### config.mk
export PLATFORM = sky130hd
export DESIGN_NAME = mcra_fifo
export DESIGN_NICKNAME = d
export VERILOG_FILES = /design/src/design/mcra_pkg.sv /design/src/design/mcra_fifo.sv
export SDC_FILE = /design/constraint.sdc
export NUM_CORES = 1
export LEC_CHECK = 0
export ABC_CLOCK_PERIOD_IN_PS = 11600
export BUFFER_PORTS_ARGS = -buffer_cell sky130_fd_sc_hd__buf_2
export CORE_AREA = 2 2 185 187
export CTS_CLUSTER_DIAMETER = 200
export DETAILED_ROUTE_END_ITERATION = 8
export DIE_AREA = 0 0 187 189
export PLACE_DENSITY = 0.69
export SLEW_MARGIN = 15
export SYNTH_ARGS = -nofsm -noshare
export SYNTH_HDL_FRONTEND = slang
export SYNTH_SLANG_ARGS = --single-unit
### constraint.sdc
create_clock -name clk -period 11.6 [get_ports clk]
set_clock_uncertainty 0.2 [all_clocks]
set_input_delay 2.32 -clock clk [delete_from_list [all_inputs] [get_ports clk]]
set_output_delay 2.32 -clock clk [all_outputs]
set_load 0.01 [all_outputs]
### src/design/mcra_pkg.sv
package mcra_pkg;

  // Fixed-point constants used by the update arithmetic.
  localparam logic [16:0] ONE_Q16   = 17'h10000;
  localparam logic [15:0] HALF_Q16  = 16'h8000;
  localparam logic [11:0] HALF_Q12  = 12'h800;

  // Configuration register indexes.
  localparam logic [2:0] CFG_TIME_SMOOTHING    = 3'd0;
  localparam logic [2:0] CFG_MIN_UPDATE_WEIGHT = 3'd1;
  localparam logic [2:0] CFG_MIN_WINDOW_FRAMES = 3'd2;
  localparam logic [2:0] CFG_FLOOR_RATIO       = 3'd3;
  localparam logic [2:0] CFG_STARTUP_FRAMES    = 3'd4;
  localparam logic [2:0] CFG_NOISE_GAIN        = 3'd5;
  localparam logic [2:0] CFG_BINS_IN_USE       = 3'd6;
  localparam logic [2:0] CFG_CHANNELS_IN_USE   = 3'd7;

  localparam int FIFO_DEPTH = 4;
  localparam int FIFO_PTR_W = 2;

  typedef struct packed {
    logic [15:0] time_smoothing;
    logic [15:0] min_update_weight;
    logic [15:0] min_window_frames;
    logic [15:0] floor_ratio;
    logic [15:0] startup_frames;
    logic [15:0] noise_gain;
    logic [9:0]  bins_in_use;
    logic [3:0]  channels_in_use;
  } cfg_t;

  // One pending noise update handed from the front to the back.
  typedef struct packed {
    logic [2:0]  channel;
    logic [8:0]  bin;
    logic [31:0] power;
    logic [31:0] smooth;
    logic [31:0] smooth_f;
    logic        frame_last;
  } job_t;

  typedef enum logic [1:0] {FR_CLEAR, FR_IDLE, FR_CALC, FR_PUSH2} front_state_t;

  typedef enum logic [2:0] {BK_CLEAR, BK_IDLE, BK_MIN, BK_COND, BK_MIX, BK_OUT}
    back_state_t;

endpackage

### src/design/mcra_fifo.sv
module mcra_fifo (
  input  logic           clk,
  input  logic           rst,
  input  logic           push,
  input  mcra_pkg::job_t push_data,
  output logic           full,
  input  logic           pop,
  output mcra_pkg::job_t head,
  output logic           empty
);

  mcra_pkg::job_t entries [mcra_pkg::FIFO_DEPTH];
  logic [mcra_pkg::FIFO_PTR_W-1:0] wr_ptr;
  logic [mcra_pkg::FIFO_PTR_W-1:0] rd_ptr;
  logic [mcra_pkg::FIFO_PTR_W:0]   count;

  assign full  = (count == (mcra_pkg::FIFO_PTR_W+1)'(mcra_pkg::FIFO_DEPTH));
  assign empty = (count == '0);
  assign head  = entries[rd_ptr];

  always_ff @(posedge clk) begin
    if (rst) begin
      wr_ptr <= '0;
      rd_ptr <= '0;
      count  <= '0;
    end else begin
      if (push && !full) begin
        wr_ptr <= wr_ptr + 1'b1;
      end
      if (pop && !empty) begin
        rd_ptr <= rd_ptr + 1'b1;
      end
      if ((push && !full) && !(pop && !empty)) begin
        count <= count + 1'b1;
      end else if (!(push && !full) && (pop && !empty)) begin
        count <= count - 1'b1;
      end
    end
  end

  always_ff @(posedge clk) begin
    if (push && !full) begin
      entries[wr_ptr] <= push_data;
    end
  end

endmodule

* Yosys cells after proc, flatten, opt, wreduce, memory -nomap -nowiden
Memories as Yosys holds them, arrays and structs flattened. A register that Yosys moved wholly into a read port is not among the register bits.
Cells that the tools add are included.
** Operators by class
- Add/subtract/negate cells :: 4
- Mux-type cells :: 6
- Shift operators :: 0
- Order comparisons :: 0
- Equality and inequality tests :: 1
- Reductions and logical operators :: 10
- Multipliers :: 0
- Div/mod/pow operators :: 0
- Bitwise operators :: 0
** Operators with widths (number)
- two-way mux 3 bit :: 2
- adder 2 x 1 -> 2 bit, second input constant :: 2
- logical AND 1 bit :: 4
- logical NOT 1 bit :: 4
- two-way mux 2 bit :: 2
- adder 3 x 1 -> 3 bit, second input constant :: 1
- equality test 3 bit, second input constant :: 1
- logical NOT 3 bit :: 1
- subtractor 3 x 1 -> 3 bit, second input constant :: 1
- two-way mux 1 bit :: 2
- nonzero test 2 bit :: 1
** Word-level totals
- Input port bits :: 113
- Memory bits (writable) :: 436
- Word-level logic and storage cells :: 25
- Register bits :: 7
- Memory bits (read-only) :: 0
- Bits in latches :: 0
- Memories kept :: 1
** Memories
- entries :: depth 4, bits a word 109, read ports 1, clocked after memory_dff 1, wr ports 1, RTL line mcra_fifo.sv:12 : mcra_pkg::job_t entries [mcra_pkg::FIFO_DEPTH];

* Depth between registers and ports, before layout
Gate-level depths: netlist (run 1).
- Depth after elaboration :: 7
- Gate-level depth with buffers :: 8

* Worst setup path after synthesis (run 1)
No wires, ideal clock.
- Kind :: in2reg
- Start point :: input port push
- End point :: memory entries[0][0] (netlist name), enable pin
- Arrival time :: 5.169 ns
- Buffers on the path :: 0
- Library setup time :: 0.480 ns
- Cell stages on the path :: 3
- Setup slack :: 5.751 ns
- Cell sequence :: inv_1 nor2_1 and2_1
** Between the ends
- Cells in the longest elaborated chain, start to end :: 3
** RTL lines
- start, declared :: RTL line mcra_fifo.sv:4 : input logic push,
- logical AND 1 bit :: RTL line mcra_fifo.sv:42 : if (push && !full) begin
- two-way mux 1 bit :: RTL line mcra_fifo.sv:42
- two-way mux 1 bit (not written as such) :: RTL line mcra_fifo.sv:43 : entries[wr_ptr] <= push_data;
- end, declared :: RTL line mcra_fifo.sv:12
No other way between the ends.

==> results of run 1 <==
[registers in the layout, summed over array words and instances, names as in the netlist, named ones only]
signal   flops
rd_ptr       2
wr_ptr       2
entries    436
count        3
[worst reg2reg max path, delay by kind of cell, from the launching register on]
family | cells | cell delay [ps]
simple gates | 3 | 1260
buf+inv | 1 | 890
flops | 1 | 460
[cell families (layout without fill, tap and decap cells)]
group                    count (synthesis)  count (layout)  synth area share [%]
AO/OA/AOI/OAI                            6               6                 0.225
XOR/XNOR                                 4               4                 0.217
adder cells (fa/ha/maj)                  6               6                 0.512
buffers and inverters                   29             316                 0.946
flip-flops                             445             445                  82.2
multiplexers                           111             111                  15.3
other                                    0               4                     0
AND/OR/NAND/NOR                         16              16                 0.527
[layout make-up]
type	instances	share of cell area, %
flip-flops and latches	445	69.6
diodes	4	0.0524
inverters	4	0.0787
repair buffers	230	6.12
well taps	448	2.94
multi-input cells	143	14.3
clock inverters	21	0.655
clock buffers	61	6.32
[power by group]
| part | internal (W) | switching, W |
|---|---|---|
| logic | 0.000433 | 0.000443 |
| clock network | 0.000749 | 0.000546 |
| registers | 0.00194 | 0.0000783 |
| total | 0.00312 | 0.00107 |
[cell usage after synthesis, drive strengths merged (2+ instances only)]
library cell	count
buf	15
mux2i	2
edfxtp	436
a21oi	2
clkbuf	10
dfxtp	9
mux4	109
nand2b	2
o21ai	2
ha	5
xor2	4
and2	4
or3	2
nor2	6
inv	4
[stage by stage]
step	hold slack (ps)	total power, W	util [%]	setup WS (ps)
floorplan	282	0.00263	-	5750
global placement	300	0.00294	53.3	6520
detailed placement	307	0.00295	53.3	6480
CTS	329	0.00425	57.3	5990
global route	352	0.00437	57.3	5870
finish	320	0.00419	57.4	6130
[cells in the final DEF (no fill, tap or decap)]
master / instances
buf_2: 223
buf_4: 7
inv_6: 2
mux4_2: 109
or3_1: 2
dfxtp_1: 7
inv_1: 4
clkbuf_8: 2
bufinv_16: 1
o31ai_1: 1
clkinv_2: 5
dfxtp_4: 2
and2_4: 4
nor3b_1: 1
clkinv_1: 12
xor2_1: 4
fa_1: 1
diode_2: 4
clkinvlp_4: 1
clkbuf_1: 14
a21oi_1: 2
mux2i_1: 2
ha_1: 5
nor3_1: 1
edfxtp_1: 436
o311ai_0: 1
clkbuf_16: 45
o21ai_0: 2
nor2_1: 6
nand2b_1: 2
[final timing paths]
kind,endpoint,slack (ps),cells after the start
min,rd_ptr[1],320,2
max,head[85],6130,3
min reg2reg,rd_ptr[1],320,2
max reg2reg,entries[1][1],8370,4
[metal layers]
layer | vias up | share of wire (%) | wire [um] | global-route usage [%]
met1 | 3796 | 40 | 11400 | 20.9
li1 | 3180 | - | - | -
met4 | 2 | 1.8 | 510 | 4.88
met5 | - | 0.045 | 13 | 0
met3 | 41 | 6.8 | 1960 | 4.34
met2 | 210 | 52 | 15000 | 28.5
==> metrics.cfg, run 1 <==
[timing]
rsz0062_at_grt=false
fin_crit_ps=5470
tightest_slew_ps=1110
max_slew_margin_pct=26.1
setup_viol=0
max_freq_mhz=183
period_share_pct=47.2
drv_slew=0
tns_ps=0
hold_violations=0

[placed_design]
dp.cells=1270
place_area_um2=17700
dpl.hpwl_mm=16.8
portBuffers=223
gp_congestion=0.679

[route]
drt_iter0_drc=455
dr_total_vias=7229
wl_per_cell_um=21.3
wl_mm=28.9
vias_per_cell=5.33
first_pass_iters=4
antenna_left=0
drc=0

[clocking]
cts_hold_buf=0
htree_num_levels=2
clock-sinks=445
cts_made_buffers=45
clockBufferDepth=3
clkSlewWorstSetupHoldPaths_ps=60
cts_tree=done
cts_resized=0
root_buffer=clkbuf_16
clk_latency_ps=530
post_cts_buffers=0

[cells_and_area]
fin_nets=988
fillCellCount=2448
ff_latch_area_um2=13300
multi_input_area_um2=2720
area_growth_pct=18.3
finalInstanceArea_um2=19100
finalNonFillerCells=1356
drive_above_1_share_pct=44.4

[worst_setup_path]
setup.worst_path.start_class=flip-flop
crit_buf_inv=2
critPathMaxStageDelay_ps=810
rr_startpoint=count[0]
cp_data_required_time_ps=9080
cp.arrival_ps=2950
critPathKind=reg -> out
path_cells=buf_4, mux4_2, buf_2
cp_top_family=buffers and inverters
cp_max_fo=42
cp_slowest_cell=buf_4
end_kind=primary output

[synth]
yosysTopAreaCell=edfxtp_1
synth_seq_cells=445
synthesis.nets=736
synth_edf_count=436
yosysTopAreaCellShare_pct=81.1
ys_types=23
synth_async_sr_flop_share_pct=0
syn_area_per_cell_um2=26.2
ys.flop_type=edfxtp_1
synth_area_um2=16100
ys_seq_area_share_pct=82.2
synth.top_cells.by_area=edfxtp_1, mux4_2, dfxtp_1, ha_1, buf_2
syn_inst=617
synth_warnings=0

[global_route]
antenna_found_initial=5
grt_usage_pct=16.6
overflow=0
grt_max_degree=71
grt_pass1_wl_mm=44.3
grt_pass1_vias=7722

[die]
dieArea_um2=35300
initial_core_util_pct=48.5
die_h_um=189
die_width_um=187
core_um2=33300
io_pins=224
num_rows=67

[outcome]
outcome=finished clean

[pwr]
p_leak_nw=6.34
peakVddDrop_uv=154
power_per_cell_area_nw_per_um2=219

[hold_path]
hold_path_class=reg -> reg
worstHoldStart=rd_ptr[1]

[run]
maxCapViolations=0

No activity file was read; power rests on OpenSTA's default activity.
==> run 2: changes to the inputs <==
--- a/config.mk
+++ b/config.mk
@@ -5,13 +5,14 @@
 export SDC_FILE = /design/constraint.sdc
 export NUM_CORES = 1
 export LEC_CHECK = 0
-export ABC_CLOCK_PERIOD_IN_PS = 11600
+export ABC_AREA = 1
+export ABC_CLOCK_PERIOD_IN_PS = 4600
 export BUFFER_PORTS_ARGS = -buffer_cell sky130_fd_sc_hd__buf_2
-export CORE_AREA = 2 2 185 187
+export CORE_AREA = 2 2 187 189
 export CTS_CLUSTER_DIAMETER = 200
 export DETAILED_ROUTE_END_ITERATION = 8
-export DIE_AREA = 0 0 187 189
-export PLACE_DENSITY = 0.69
+export DIE_AREA = 0 0 189 191
+export PLACE_DENSITY = 0.72
 export SLEW_MARGIN = 15
 export SYNTH_ARGS = -nofsm -noshare
 export SYNTH_HDL_FRONTEND = slang
==> constraint.sdc (replaced) <==
create_clock -name clk -period 4.6 [get_ports clk]
set_clock_uncertainty 0.2 [all_clocks]
set_input_delay 0.92 -clock clk [delete_from_list [all_inputs] [get_ports clk]]
set_output_delay 0.92 -clock clk [all_outputs]
set_load 0.01 [all_outputs]
==> run 2 against run 1 <==
Die area grew 2.1%. Global-route usage grew 2.6 points. First-iteration DRC count grew 53%. Final area grew 2.3%. Routed wire length grew 20%. Clock power grew to 2.7 times the previous value. Flip-flop and latch count is the same. Sequential share of layout area shrank 1.6 points. Critical path type unchanged.
==> metrics.cfg, run 2 <==
[cells_and_area]
layout_commonest_cell=edfxtp_1
largest_register_ffs=436
fin_nets=1458
largest-register=entries
top_regs=entries: 436 flops, count: 3 flops
fillCellCount=2655
final_cell_mix=edfxtp_1, buf_2, nor2_1, o21ai_0, o22ai_1
drive_above_1_share_pct=23.4
area_growth_pct=17.8

[clocking]
clk_latency_ps=540
clockBufferDepth=3
clock-sinks=445
htree_num_levels=2
clkSlewWorstSetupHoldPaths_ps=60
root_buffer=clkbuf_16
cts_hold_buf=0
cts_resized=0
post_cts_buffers=0
cts_made_buffers=44
cts_tree=done

[route]
vias_per_cell=5.40
drc=0
dr_total_vias=9898
wl_per_cell_um=18.9
drt_iter0_drc=697
first_pass_iters=5
antenna_left=0
wl_mm=34.7

[pwr]
peakVddDrop_uv=542
power_per_cell_area_nw_per_um2=566
total_power_w=0.0110
p_leak_nw=6.81

[die]
io_pins=224
die_width_um=189
num_rows=68
initial_core_util_pct=48.6
die_h_um=191
dieArea_um2=36100
core_um2=34100

[timing]
tightest_slew_ps=990
fin_crit_ps=3510
hold_violations=0
max_slew_margin_pct=34.0
fin_ws_ps=1090
max_freq_mhz=285
rsz0062_at_grt=false
period_share_pct=76.4
setup_viol=0
drv_slew=0

[synth]
synthesis.nets=1243
synth_seq_cells=445
synth_area_um2=16600
yosysTopAreaCell=edfxtp_1
synthTopCellsByCount=edfxtp_1, nor2_1, o21ai_0
synth_async_sr_flop_share_pct=0
yosysMostFrequentCell=edfxtp_1
ys_seq_area_share_pct=80.0
synth_warnings=0
ys_types=21
syn_area_per_cell_um2=14.8
ys.flop_type=edfxtp_1
yosysTopAreaCellShare_pct=79.0
synth.top_cells.by_area=edfxtp_1, o21ai_0, nor2_1, o22ai_1, dfxtp_1
synth_edf_count=436
syn_inst=1124

[worst_setup_path]
end_kind=primary output
cp_top_family=buffers and inverters
cp_max_fo=95
path_cells=inv_6, buf_4, o21ai_0, o22ai_1, buf_2
critPathKind=reg -> out
r2r-end=entries[0][67]
cp_slowest_cell=inv_6
rr_startpoint=count[1]
reg2regPathDepth=5
setup.worst_path.start_class=flip-flop
crit_cells=5
rrSetupSlack_ps=2160
cp_data_required_time_ps=3480
crit_buf_inv=3
cp.arrival_ps=2390
critPathMaxStageDelay_ps=490
critPathCapture=head[63]

[hold_path]
hold_path_class=reg -> reg

[run]
maxCapViolations=0

[global_route]
grt_usage_pct=19.1
grt_pass1_wl_mm=53.6
overflow=0
antenna_found_initial=7
grt_max_degree=219
grt_pass1_vias=10100

[placed_design]
dp_slack_ps=1640
gp_congestion=0.727
dpl.hpwl_mm=19.1
portBuffers=223

[outcome]
outcome=finished clean

-- run 2: changes by cell type in the layout (fill, tap and decap cells not counted), sizes merged, moves of 3 or more --
cell and delta:
nor2 +226, o21ai +217, mux4 -109, o22ai +109, inv +15, nand2 +15
buf +10, clkbuf -6, and2 -4, bufinv +4, nand3 +4, xor2 -3
-- run 2: layout make-up --
type / count / area (um2) / share of cell area, %
inverters: 18 / 73.8 / 0.378
multi-input cells: 590 / 2890 / 14.8
flip-flops and latches: 445 / 13300 / 68.0
well taps: 455 / 569 / 2.91
repair buffers: 240 / 1280 / 6.56
clock buffers: 55 / 1160 / 5.96
clock inverters: 26 / 265 / 1.36
diodes: 4 / 10.0 / 0.0512
-- run 2: cell families after synthesis --
kind of cell             count (synthesis)  synth area share [%]
AO/OA/AOI/OAI                          331                  10.8
XOR/XNOR                                 1                0.0528
adder cells (fa/ha/maj)                  6                 0.498
buffers and inverters                   89                  2.68
flip-flops                             445                  80.0
AND/OR/NAND/NOR                        252                  5.91
-- run 2: metrics by stage --
stage                     setup TNS (ps)  cells  hold slack [ps]  instance area [um2]  util [%]
after global placement                 0   1748              281                18100      53.0
final                                  0   1833              302                19500      57.3
after detailed placement               0   1748              296                18100      53.0
after floorplan                  -759840   1124              259                16600         -
after global routing                   0   1832              323                19500      57.3
after CTS                              0   1829              305                19500      57.2
-- run 2: how the worst min path moves through the flow --
| stage | endpoint | cells past startpoint | slack, ps | start |
|---|---|---|---|---|
| floorplan | flip-flop | 2 | 260 | rd_ptr[1] |
| finish | rd_ptr[0] | 2 | 300 | rd_ptr[0] |
| CTS | rd_ptr[0] | 2 | 310 | rd_ptr[0] |
| global route | flip-flop | 2 | 320 | rd_ptr[1] |
| detailed placement | rd_ptr[0] | 2 | 300 | rd_ptr[0] |
| global placement | flip-flop | 2 | 280 | rd_ptr[1] |
-- run 2: worst register-to-register path: cells and delay by family (launching register included) --
family / cells / cell delay, ps
buf+inv: 1 / 380
simple gates: 4 / 1020
flops: 1 / 380
-- run 2: power breakdown --
part	leakage, nW	internal [W]	switching (W)
logic	2.05	0.000793	0.00170
registers	4.07	0.00493	0.000108
clock network	0.695	0.00208	0.00144
total	6.81	0.00780	0.00324
-- run 2: routing by layer --
layer  up-vias  global-route usage [%]  routed length (um)
met3        60                    4.26                2190
met4         8                    6.22                 737
met2       250                    33.1               17300
li1       4660                       -                   -
met5         -                       0                  45
met1      4920                    24.0               14400
==> run 3: changes to the inputs <==
--- a/config.mk
+++ b/config.mk
@@ -6,13 +6,13 @@
 export NUM_CORES = 1
 export LEC_CHECK = 0
 export ABC_AREA = 1
-export ABC_CLOCK_PERIOD_IN_PS = 4600
+export ABC_CLOCK_PERIOD_IN_PS = 3500
 export BUFFER_PORTS_ARGS = -buffer_cell sky130_fd_sc_hd__buf_2
 export CORE_AREA = 2 2 187 189
 export CTS_CLUSTER_DIAMETER = 200
 export DETAILED_ROUTE_END_ITERATION = 8
 export DIE_AREA = 0 0 189 191
-export PLACE_DENSITY = 0.72
+export PLACE_DENSITY = 0.69
 export SLEW_MARGIN = 15
 export SYNTH_ARGS = -nofsm -noshare
 export SYNTH_HDL_FRONTEND = slang
==> constraint.sdc (replaced) <==
create_clock -name clk -period 3.5 [get_ports clk]
set_clock_uncertainty 0.2 [all_clocks]
set_input_delay 0.7 -clock clk [delete_from_list [all_inputs] [get_ports clk]]
set_output_delay 0.7 -clock clk [all_outputs]
set_load 0.01 [all_outputs]
==> run 3 against run 2 <==
Setup slack worse by 700 ps. Core utilization is 0.15 points higher. Count of clock-buffer cells in the layout unchanged. Combinational power up 34%. Highest routed layer unchanged. Total power is 29% higher. Critical endpoint is now head[105]. Via count increased by 0.90%.
==> metrics.cfg, run 3 (synthesis results as in run 2) <==
[route]
antenna_left=0
drc=0
drt_iter0_drc=795
first_pass_iters=5
wl_mm=34.6
dr_total_vias=9987
wl_per_cell_um=18.9
vias_per_cell=5.45

[cells_and_area]
top_regs=entries: 436 flops, count: 3 flops
utilization_pct=57.4
largest-register=entries
final_cell_mix=edfxtp_1, buf_2, nor2_1, o21ai_0, o22ai_1
finalInstanceArea_um2=19600
area_growth_pct=18.1
largest_register_ffs=436
layout_commonest_cell=edfxtp_1
fin_nets=1462
drive_above_1_share_pct=23.2

[run]
maxCapViolations=0

[die]
die_h_um=191
num_rows=68
core_um2=34100
io_pins=224
die_width_um=189
dieArea_um2=36100
initial_core_util_pct=48.6

[pwr]
peakVddDrop_uv=438
power_per_cell_area_nw_per_um2=729
p_leak_nw=6.82

[placed_design]
place_area_um2=18300
portBuffers=223
dpl.hpwl_mm=19.2
gp_congestion=0.700

[timing]
max_freq_mhz=322
setup_viol=0
fin_crit_ps=3110
hold_violations=0
drv_slew=0
max_slew_margin_pct=59.5
rsz0062_at_grt=false
period_share_pct=88.9
tightest_slew_ps=607

[clocking]
htree_num_levels=2
cts_tree=done
root_buffer=clkbuf_16
cts_made_buffers=45
clock-sinks=445
cts_hold_buf=0
clkSlewWorstSetupHoldPaths_ps=60
clk_latency_ps=520
cts_resized=0
post_cts_buffers=0
clockBufferDepth=3

[worst_setup_path]
end_kind=primary output
setup.worst_path.start_class=flip-flop
cp.arrival_ps=2210
critPathKind=reg -> out
cp_data_required_time_ps=2600
cp_max_fo=72
reg2regPathDepth=9

[hold_path]
hold_path_class=in -> reg
hold_path_depth=1

[global_route]
overflow=0
grt_max_degree=128
grt_pass1_wl_mm=53.9
grt_usage_pct=19.1
antenna_found_initial=5
grt_pass1_vias=10100

[outcome]
outcome=finished clean

-- run 3: changes by cell type in the layout (fill, tap and decap cells not counted) --
cell,change
diode_2,-1
clkinv_2,+3
buf_4,-8
clkinv_1,+3
buf_12,+11
inv_6,-4
clkinvlp_4,-1
bufinv_16,-3
-- run 3: cell type report --
type | count | area, um2
antenna | 3 | 7.51
clock buffer | 55 | 1160
clock inverter | 24 | 159
fill | 2674 | 14500
inverter | 18 | 73.8
multi-input combinational | 590 | 2890
sequential | 445 | 13300
tap | 455 | 569
timing repair buffer | 243 | 1440
-- run 3: final timing paths --
check | startpoint | to | slack, ps
setup / recovery | flip-flop | head[105] | 390
hold / removal | push_data[14] | entries[2][14] | 180
setup reg to reg | count[1] | count[1] | 1150
hold reg to reg | rd_ptr[1] | flip-flop | 310
-- run 3: worst max-delay path: stages, from the launching register on --
cell,delay [ps]
dfxtp_4,370
inv_6,410
buf_12,310
o21ai_0,140
o22ai_1,200
buf_2,170
-- run 3: metrics by stage --
stage                     hold WS (ps)  std cells  total power (W)  worst slack (ps)  TNS, ps
after global placement             291       1751           0.0100               966        0
after global routing               157       1830           0.0150               264        0
final                              179       1833           0.0143               390        0
after floorplan                    259       1124          0.00876              -829  -361620
after detailed placement           297       1751           0.0101               944        0
after CTS                          145       1830           0.0145               368        0
-- run 3: layer usage --
| metal | part of all wire, % | global-route usage [%] |
|---|---|---|
| met1 | 42 | 24.0 |
| met2 | 49 | 32.8 |
| met3 | 7.0 | 5.18 |
| met4 | 1.9 | 5.47 |
| met5 | 0.18 | 0 |
-- run 3: power by group --
group / internal, W / switching, W
clock: 0.00250 / 0.00183
sequential: 0.00647 / 0.000155
combinational: 0.00111 / 0.00222
